**src/rtl/i2cm_pkg.sv**
```systemverilog
`timescale 1ns / 1ps
`default_nettype none
// ----------------------------------------------------------------------------
// I2C master bit engine package
// Shared types, command codes and sizing constants.
// ----------------------------------------------------------------------------
package i2cm_pkg;

  localparam int DELAY_WIDTH = 16;
  localparam int DELAY_RESET = 5;

  localparam logic [2:0] REQ_NONE  = 3'd0;
  localparam logic [2:0] REQ_INIT  = 3'd1;
  localparam logic [2:0] REQ_START = 3'd2;
  localparam logic [2:0] REQ_STOP  = 3'd3;
  localparam logic [2:0] REQ_WRITE = 3'd4;
  localparam logic [2:0] REQ_READ  = 3'd5;

  localparam int STEP_W     = 5;
  localparam int BYTE_STEPS = 24;

  localparam int Q_DEPTH = 2;
  localparam int Q_AW    = 1;
  localparam int Q_CW    = 2;

  typedef struct packed {
    logic [2:0] req;
    logic [7:0] tx;
    logic       send_ack;
    logic       sda_in;
  } i2cm_item_t;

  typedef struct packed {
    logic scl;
    logic sda;
    logic busy;
    logic done;
    logic [7:0] rx;
    logic ack;
  } i2cm_res_t;

  function automatic logic [STEP_W-1:0] step_total(input logic [2:0] c);
    logic [STEP_W-1:0] t;
    t = STEP_W'(BYTE_STEPS + 4);
    case (c)
      REQ_INIT:  t = STEP_W'(2);
      REQ_START: t = STEP_W'(3);
      REQ_STOP:  t = STEP_W'(2);
      default:   t = STEP_W'(BYTE_STEPS + 4);
    endcase
    return t;
  endfunction

endpackage
`default_nettype wire

```
**src/rtl/i2cm_front.sv**
```systemverilog
`timescale 1ns / 1ps
`default_nettype none
// ----------------------------------------------------------------------------
// I2C master front end
// Accepts tick items, folds unknown requests into none, queues them.
// ----------------------------------------------------------------------------
module i2cm_front
  import i2cm_pkg::*;
(
  input  wire logic       clk,
  input  wire logic       rst_n,
  input  wire logic       in_valid,
  output logic            in_ready,
  input  wire logic [2:0] in_req_type,
  input  wire logic [7:0] in_tx_byte,
  input  wire logic       in_send_ack,
  input  wire logic       in_sda_in,
  output logic            q_valid,
  output i2cm_item_t      q_item,
  input  wire logic       q_pop
);

  i2cm_item_t            mem [Q_DEPTH];
  logic [Q_AW-1:0]       wr_ptr_r, wr_ptr_nxt;
  logic [Q_AW-1:0]       rd_ptr_r, rd_ptr_nxt;
  logic [Q_CW-1:0]       cnt_r, cnt_nxt;
  logic                  push;
  logic                  pop;
  i2cm_item_t            item;

  always_comb begin
    item.tx       = in_tx_byte;
    item.send_ack = in_send_ack;
    item.sda_in   = in_sda_in;
    unique case (in_req_type) inside
      REQ_INIT, REQ_START, REQ_STOP, REQ_WRITE, REQ_READ: item.req = in_req_type;
      default: item.req = REQ_NONE;
    endcase
  end

  assign in_ready = (cnt_r != Q_CW'(Q_DEPTH));
  assign push     = in_valid && in_ready;
  assign q_valid  = (cnt_r != '0);
  assign pop      = q_pop && q_valid;
  assign q_item   = mem[rd_ptr_r];

  always_comb begin
    wr_ptr_nxt = push ? wr_ptr_r + 1'b1 : wr_ptr_r;
    rd_ptr_nxt = pop ? rd_ptr_r + 1'b1 : rd_ptr_r;
    cnt_nxt    = cnt_r;
    if (push && !pop) begin
      cnt_nxt = cnt_r + 1'b1;
    end else if (pop && !push) begin
      cnt_nxt = cnt_r - 1'b1;
    end
  end

  always_ff @(posedge clk) begin
    if (push) begin
      mem[wr_ptr_r] <= item;
    end
  end

  always_ff @(posedge clk) begin
    if (!rst_n) begin
      wr_ptr_r <= '0;
      rd_ptr_r <= '0;
      cnt_r    <= '0;
    end else begin
      wr_ptr_r <= wr_ptr_nxt;
      rd_ptr_r <= rd_ptr_nxt;
      cnt_r    <= cnt_nxt;
    end
  end

endmodule
`default_nettype wire

```
**src/rtl/i2cm_back.sv**
```systemverilog
`timescale 1ns / 1ps
`default_nettype none
// ----------------------------------------------------------------------------
// I2C master back end
// Runs the SCL/SDA step sequencer one tick per queued item, registers result.
// ----------------------------------------------------------------------------
module i2cm_back
  import i2cm_pkg::*;
(
  input  wire logic                   clk,
  input  wire logic                   rst_n,
  input  wire logic [DELAY_WIDTH-1:0] delay_ticks,
  input  wire logic                   q_valid,
  input  wire i2cm_item_t             q_item,
  output logic                        q_pop,
  output logic                        res_valid,
  output i2cm_res_t                   res,
  input  wire logic                   res_ready
);

  logic                   busy_r, busy_nxt;
  logic [2:0]             cmd_r, cmd_nxt;
  logic [STEP_W-1:0]      step_r, step_nxt;
  logic [1:0]             sub_r, sub_nxt;
  logic [DELAY_WIDTH-1:0] dcnt_r, dcnt_nxt;
  logic [7:0]             shift_r, shift_nxt;
  logic                   scl_r, scl_nxt;
  logic                   sda_r, sda_nxt;
  logic [7:0]             rx_r, rx_nxt;
  logic                   ack_r, ack_nxt;
  logic                   ackm_r, ackm_nxt;
  logic                   done;
  logic                   do_step;
  logic [2:0]             c;
  logic [STEP_W-1:0]      s;
  logic [1:0]             sb;
  logic [7:0]             sh;
  logic [DELAY_WIDTH-1:0] unit_m1;
  logic                   out_valid_r;
  i2cm_res_t              res_r;

  // zero delay behaves as one tick per unit
  assign unit_m1 = (delay_ticks == '0) ? '0 : delay_ticks - 1'b1;

  assign q_pop = q_valid && (!out_valid_r || res_ready);

  always_comb begin
    busy_nxt  = busy_r;
    cmd_nxt   = cmd_r;
    dcnt_nxt  = dcnt_r;
    scl_nxt   = scl_r;
    sda_nxt   = sda_r;
    rx_nxt    = rx_r;
    ack_nxt   = ack_r;
    ackm_nxt  = ackm_r;
    done      = 1'b0;
    do_step   = 1'b0;
    c         = cmd_r;
    s         = step_r;
    sb        = sub_r;
    sh        = shift_r;

    if (!busy_r) begin
      if (q_item.req != REQ_NONE) begin
        busy_nxt = 1'b1;
        c        = q_item.req;
        cmd_nxt  = q_item.req;
        s        = '0;
        sb       = '0;
        if (q_item.req == REQ_WRITE) begin
          sh = q_item.tx;
        end
        if (q_item.req == REQ_READ) begin
          sh       = '0;
          ackm_nxt = q_item.send_ack;
        end
        do_step = 1'b1;
      end
    end else if (dcnt_r != '0) begin
      dcnt_nxt = dcnt_r - 1'b1;
    end else begin
      s  = step_r + 1'b1;
      sb = (sub_r == 2'd2) ? 2'd0 : sub_r + 1'b1;
      if (s >= step_total(cmd_r)) begin
        busy_nxt = 1'b0;
        s        = '0;
        sb       = '0;
        done     = 1'b1;
      end else begin
        do_step = 1'b1;
      end
    end

    step_nxt  = s;
    sub_nxt   = sb;
    shift_nxt = sh;

    if (do_step) begin
      dcnt_nxt = unit_m1;
      unique case (c)
        REQ_INIT: begin
          if (s == '0) sda_nxt = 1'b1;
          else scl_nxt = 1'b1;
        end
        REQ_START: begin
          if (s == '0) begin
            sda_nxt = 1'b1;
            scl_nxt = 1'b1;
          end else if (s == STEP_W'(1)) begin
            sda_nxt = 1'b0;
          end else begin
            scl_nxt = 1'b0;
          end
        end
        REQ_STOP: begin
          if (s == '0) begin
            sda_nxt = 1'b0;
            scl_nxt = 1'b1;
          end else begin
            sda_nxt = 1'b1;
          end
        end
        REQ_WRITE: begin
          if (s < STEP_W'(BYTE_STEPS)) begin
            if (sb == 2'd0) begin
              sda_nxt = sh[7];
            end else if (sb == 2'd1) begin
              scl_nxt   = 1'b1;
              shift_nxt = {sh[6:0], 1'b0};
            end else begin
              scl_nxt = 1'b0;
            end
          end else if (s == STEP_W'(BYTE_STEPS)) begin
            sda_nxt = 1'b1;
          end else if (s == STEP_W'(BYTE_STEPS + 1)) begin
            scl_nxt = 1'b1;
          end else if (s == STEP_W'(BYTE_STEPS + 2)) begin
            ack_nxt = q_item.sda_in;
          end else begin
            scl_nxt = 1'b0;
          end
        end
        default: begin
          if (s < STEP_W'(BYTE_STEPS)) begin
            if (sb == 2'd0) begin
              scl_nxt = 1'b1;
              if (s == '0) sda_nxt = 1'b1;
            end else if (sb == 2'd1) begin
              shift_nxt = {sh[6:0], q_item.sda_in};
            end else begin
              scl_nxt = 1'b0;
            end
          end else if (s == STEP_W'(BYTE_STEPS)) begin
            rx_nxt  = sh;
            sda_nxt = !ackm_r;
          end else if (s == STEP_W'(BYTE_STEPS + 1)) begin
            scl_nxt = 1'b1;
          end else if (s == STEP_W'(BYTE_STEPS + 2)) begin
            scl_nxt = 1'b0;
          end else begin
            sda_nxt = 1'b0;
          end
        end
      endcase
    end
  end

  // advance the engine only on ticks that are taken from the queue
  always_ff @(posedge clk) begin
    if (!rst_n) begin
      busy_r  <= 1'b0;
      cmd_r   <= REQ_NONE;
      step_r  <= '0;
      sub_r   <= '0;
      dcnt_r  <= '0;
      shift_r <= '0;
      scl_r   <= 1'b1;
      sda_r   <= 1'b1;
      rx_r    <= '0;
      ack_r   <= 1'b1;
      ackm_r  <= 1'b0;
    end else if (q_pop) begin
      busy_r  <= busy_nxt;
      cmd_r   <= cmd_nxt;
      step_r  <= step_nxt;
      sub_r   <= sub_nxt;
      dcnt_r  <= dcnt_nxt;
      shift_r <= shift_nxt;
      scl_r   <= scl_nxt;
      sda_r   <= sda_nxt;
      rx_r    <= rx_nxt;
      ack_r   <= ack_nxt;
      ackm_r  <= ackm_nxt;
    end
  end

  always_ff @(posedge clk) begin
    if (!rst_n) begin
      out_valid_r <= 1'b0;
    end else if (q_pop) begin
      out_valid_r <= 1'b1;
    end else if (res_ready) begin
      out_valid_r <= 1'b0;
    end
  end

  always_ff @(posedge clk) begin
    if (q_pop) begin
      res_r.scl  <= scl_nxt;
      res_r.sda  <= sda_nxt;
      res_r.busy <= busy_nxt;
      res_r.done <= done;
      res_r.rx   <= rx_nxt;
      res_r.ack  <= ack_nxt;
    end
  end

  assign res_valid = out_valid_r;
  assign res       = res_r;

endmodule
`default_nettype wire

```
**src/rtl/i2c_master_bit_engine_top.sv**
```systemverilog
// A transferred tick item is queued, then its result is registered for output.
// Throughput: one item and one sequencer tick per cycle unless out_ready stalls.
// The two-entry queue and the output register let either side stall alone.
// Reset: synchronous active-low rst_n idles the engine, releases SCL and SDA,
// empties the queue and loads delay_ticks with 5.
`timescale 1ns / 1ps
`default_nettype none
// ----------------------------------------------------------------------------
// I2C master bit engine top
// Config register, front queue and back-end sequencer.
// ----------------------------------------------------------------------------
module i2c_master_bit_engine_top
  import i2cm_pkg::*;
(
  input  wire logic                   clk,
  input  wire logic                   rst_n,
  input  wire logic                   cfg_valid,
  output logic                        cfg_ready,
  input  wire logic [DELAY_WIDTH-1:0] cfg_delay_ticks,
  input  wire logic                   in_valid,
  output logic                        in_ready,
  input  wire logic [2:0]             in_req_type,
  input  wire logic [7:0]             in_tx_byte,
  input  wire logic                   in_send_ack,
  input  wire logic                   in_sda_in,
  output logic                        out_valid,
  input  wire logic                   out_ready,
  output logic                        out_scl_level,
  output logic                        out_sda_level,
  output logic                        out_busy_res,
  output logic                        out_done_res,
  output logic [7:0]                  out_rx_byte,
  output logic                        out_ack_received
);

  logic [DELAY_WIDTH-1:0] delay_r;
  logic                   q_valid;
  logic                   q_pop;
  i2cm_item_t             q_item;
  i2cm_res_t              res;

  assign cfg_ready = 1'b1;

  always_ff @(posedge clk) begin
    if (!rst_n) begin
      delay_r <= DELAY_WIDTH'(DELAY_RESET);
    end else if (cfg_valid && cfg_ready) begin
      delay_r <= cfg_delay_ticks;
    end
  end

  i2cm_front u_front (
    .clk         (clk),
    .rst_n       (rst_n),
    .in_valid    (in_valid),
    .in_ready    (in_ready),
    .in_req_type (in_req_type),
    .in_tx_byte  (in_tx_byte),
    .in_send_ack (in_send_ack),
    .in_sda_in   (in_sda_in),
    .q_valid     (q_valid),
    .q_item      (q_item),
    .q_pop       (q_pop)
  );

  i2cm_back u_back (
    .clk         (clk),
    .rst_n       (rst_n),
    .delay_ticks (delay_r),
    .q_valid     (q_valid),
    .q_item      (q_item),
    .q_pop       (q_pop),
    .res_valid   (out_valid),
    .res         (res),
    .res_ready   (out_ready)
  );

  assign out_scl_level    = res.scl;
  assign out_sda_level    = res.sda;
  assign out_busy_res     = res.busy;
  assign out_done_res     = res.done;
  assign out_rx_byte      = res.rx;
  assign out_ack_received = res.ack;

  // a finishing tick never reports busy
  a_done_not_busy: assert property (@(posedge clk) disable iff (!rst_n)
    out_valid && out_done_res |-> !out_busy_res)
    else $error("done and busy reported together");

  // input back-pressure only arises from a held result
  a_stall_source: assert property (@(posedge clk) disable iff (!rst_n)
    !in_ready |-> out_valid)
    else $error("input stalled with no pending result");

  // a done tick follows a busy tick
  a_done_after_busy: assert property (@(posedge clk) disable iff (!rst_n)
    out_valid && out_ready ##1 (out_valid && out_ready && out_done_res)
      |-> $past(out_busy_res))
    else $error("done without a running sequence");

endmodule
`default_nettype wire

```
**config.mk**
```make
export PLATFORM = sky130hd
export DESIGN_NAME = i2c_master_bit_engine_top
export DESIGN_NICKNAME = d
export VERILOG_FILES = /design/src/rtl/i2cm_pkg.sv /design/src/rtl/i2cm_front.sv /design/src/rtl/i2cm_back.sv /design/src/rtl/i2c_master_bit_engine_top.sv
export SDC_FILE = /design/constraint.sdc
export NUM_CORES = 1
export LEC_CHECK = 0
export BUFFER_PORTS_ARGS = -buffer_cell sky130_fd_sc_hd__buf_2
export CORE_MARGIN = 2
export CORE_UTILIZATION = 48
export DETAILED_ROUTE_END_ITERATION = 16
export HOLD_SLACK_MARGIN = 0.12
export PLACE_DENSITY = 0.66
export RECOVER_POWER = 25
export SYNTH_ARGS = -nofsm -noshare
export SYNTH_HDL_FRONTEND = slang
export SYNTH_SLANG_ARGS = --single-unit
```
**constraint.sdc**
```tcl
create_clock -name clk -period 4.6 [get_ports clk]
set_input_delay 0.69 -clock clk [delete_from_list [all_inputs] [get_ports clk]]
set_output_delay 0.69 -clock clk [all_outputs]
set_load 0.03 [all_outputs]
```
==> impl_results.md <==
- Root Driver: clkbuf_16
- Setup Crit Path Kind: flop to flop
- Origin of the critical flop-to-flop path: u_back.step_r[0]
- Num rows: 40
- P_sw: 1.842 mW
- Detailed Route Iter0 Violations: 320
- Max Freq: 262.9 MHz
- Pin count of the biggest net entering global routing: 66
- R2r worst-path depth: 13
- Initial core utilization: 48.60%
- Hold Violations, Final: 0
- Vias in the first global route: 4399
- Leakage power: 2.453 nW
- Dpl cell area: 6086 sq um
- Port Buffers: 48
- Critical Path Stages: 13
- Post-CTS Setup Inserts: 0
- Worst path slowest cell: dfxtp_1
- Combinational power share: 46.5%
- Max-Cap Viols: 0
- Post-DP HPWL: 9.304 mm
- Min Clock Period, post-route: 3.803 ns
- Dpl ws: 0.8558 ns
- Clock Path Buffers: 2
- Synth Flop Type: dfxtp_1
- Family with the most delay on the worst path: simple AND/OR/NAND/NOR gates
- Unrepaired setup endpoints after global routing: no
- Worst Hold Class: flop to flop
- P&R area growth vs syn: 10.57%
- Post-route insts no fill: 813
- Worst hold path depth: 2
- Full die area: 12900 sq um
- Worst endpoint required time: 4.71 ns
- Finished Core Util: 53.73%
- CTS Sinks: 108
- Placer congestion estimate: 0.9142
- Mean routed wirelength per cell: 16.17 um
- Crit path arrival time: 3.91 ns
- Crit-path max FO: 12
- Crit path to: u_back.res[11]
- Final Setup Violations: 0
- Clock Latency Late Sink: 0.36 ns
- Hold_sp: u_back.rx_r[0]
- DP Cell Count: 797
- Antenna diodes: 0
- Net Count, Synth: 672
- Crit path top cell by count: ha_1
- Core area: 11860 sq um
- Area contributors post-synth: dfxtp_1, edfxtp_1, mux2i_1
- Remaining global-route overflow: 0
- Worst setup EP type: flop
- Async SR Flop Fraction: 0%
- Syn Area/Cell: 9.193 sq um
- Sequential Power Share: 34.4%
- Status: completed
- DR vias: 4733
- Share of cells above drive strength 1: 12.16%
- Setup tns final: 0 ns
- Clock transition at path regs: 0.08 ns
- FF+latch count, synth: 108
- Die W: 113.6 um
- Pint: 2.366 mW
- PnR worst setup slack: 0.7969 ns
- Crit. Startpoint: u_back.step_r[0]
- Post-Synthesis Cells: 627
- Sequential element share of the synthesized area: 44.28%
- DR vias/cell: 5.822
- Worst slew margin: 20.80%
- Post-Syn Area: 5764 sq um
- R2R Path End: u_back.res[11]
- CP bufs+invs: 0
- Min Hold Slack: 0.5056 ns
- Yosys top cell by area: dfxtp_1
- EDFF count, synth: 39
- DIE HEIGHT: 113.6 um
- Distinct cells, synth: 73
- Design area: 6374 sq um
- CTS Buf Count: 9
- Final net count: 706
- Max VDD drop: 0.3976 mV
- H-tree Lvls: 3
- Worst reg2reg setup slack: 0.80 ns
- GRT Total Usage: 21.00%
- Ports: 50
- Worst setup SP type: flop
- CTS tree: built
- Detailed Route WL: 13.15 mm
- Post-route ant nets: 0
- DR pass1 iterations: 5
- Post-CTS sizing: 0
- Crit-path cells: ha_1 > nand2b_1 > nand2_1 > ha_1 > a21o_1 > a31oi_1 > o21ai_0 > a311oi_1 > nor3_2 > o221a_2 > mux2_1 > nor4_1 > nor2_1
- Post-route DRC: 0
- Ys Warns: 0
- Pwr Density: 660.3 nW/um^2
- Initial antenna violation count: 0
- Slowest stage delay, CP: 0.55 ns
- Clock network fraction of total power: 19.2%
- Switching portion of total power: 43.78%
- Transition time at the pin with the least slew margin: 1.186 ns
- First-pass GRT wire length: 21.59 mm
- Top-area cell type share of the netlist area: 23.96%
- Period utilisation layout: 82.68%
- Pins over their slew limit: 0
- Hold buffers post-CTS: 0
- Final Skew: 0.008260 ns
- Total power after layout: 4.208 mW
==> how the worst min path moves through the flow <==
stage | to | slack (ns)
after floorplan | u_back.sub_r[1] | 0.46
after global placement | u_back.rx_r[0] | 0.47
after detailed placement | u_back.rx_r[5] | 0.49
after CTS | u_front.mem[1][3] | 0.51
after global routing | u_front.mem[0][6] | 0.50
final | u_back.rx_r[0] | 0.51
==> Yosys cell counts (5+ instances only) <==
cell type,instances
nor2_1,106
dfxtp_1,69
mux2i_1,43
nand2_1,43
edfxtp_1,39
o21ai_0,38
a21oi_1,22
clkbuf_1,22
nor3_1,20
a211oi_1,19
inv_1,19
mux2_2,13
a22oi_1,12
nand3_1,12
ha_1,11
nor4_1,10
xnor2_1,10
o22ai_1,9
and2_1,6
nand2b_1,6
or3_1,6
xor2_1,6
a31oi_1,5
o21a_1,5
or4_1,5
==> kinds of logic after synthesis <==
family	after synthesis	synth area share, %
mux	57	10.20
other cells	1	0.06506
buf+inv	50	3.733
compound gates	141	16.48
simple gates	243	20.43
fa+ha+maj	11	2.388
flops	108	44.28
xor+xnor	16	2.431
==> worst register-to-register path: cells and delay by family, from the launching register on <==
family / cells / cell delay [ns]
DFF: 1 / 0.55
adders and majority gates: 2 / 0.55
muxes: 1 / 0.32
AOI/OAI and AO/OA: 5 / 1.01
and+or+nand+nor: 5 / 1.11
==> metal layers <==
| metal | up-vias | track usage (%) | routed length [um] |
|---|---|---|---|
| met5 | - | 0 | 0 |
| met2 | 145 | 33.45 | 5978 |
| met4 | 0 | 6.992 | 204 |
| met3 | 19 | 5.526 | 864 |
| met1 | 2216 | 27.95 | 6102 |
| li1 | 2353 | - | - |
==> state kept, by name (all words and copies together) (netlist names), 2 cells and up, named ones only <==
register	flops
u_back.res	13
u_back.sub_r	2
delay_r	16
u_back.cmd_r	3
u_back.dcnt_r	16
u_front.mem	26
u_back.step_r	5
u_back.shift_r	8
u_back.rx_r	8
u_front.cnt_r	2
==> layout make-up <==
type	instances	area, sq um
multi-input combinational	469	2997
sequential	108	2552
timing repair buffer	53	254.0
tap	147	183.9
inverter	20	75.07
clock buffer	9	225.2
clock inverter	7	86.33
fill	1108	5488
==> cells in the final DEF, fill, tap and decap left out, types with 6 or more instances in the layout <==
master	Yosys	routed
xnor2_1	10	10
nand3_1	12	12
ha_1	11	11
mux2i_1	43	43
a21oi_1	22	22
xor2_1	6	6
inv_1	19	18
dfxtp_1	69	69
mux2_2	13	13
nor4_1	10	10
edfxtp_1	39	39
nor3_1	20	20
o21ai_0	38	38
clkbuf_16	0	9
nor2_1	106	106
o22ai_1	9	9
or3_1	6	6
nand2b_1	6	6
a22oi_1	12	12
a211oi_1	19	19
buf_2	1	29
nand2_1	43	43
clkbuf_1	22	19
==> power groups by stage <==
stage | Combinational, mW | Clock (mW) | Sequential (mW)
after floorplan | 1.45 | 0 | 1.49
after global placement | 1.91 | 0 | 1.45
after detailed placement | 1.94 | 0 | 1.46
after CTS | 1.95 | 0.826 | 1.44
after global routing | 2.16 | 0.863 | 1.48
final | 1.96 | 0.806 | 1.45
Note: power is estimated with default switching activity, not from simulation.
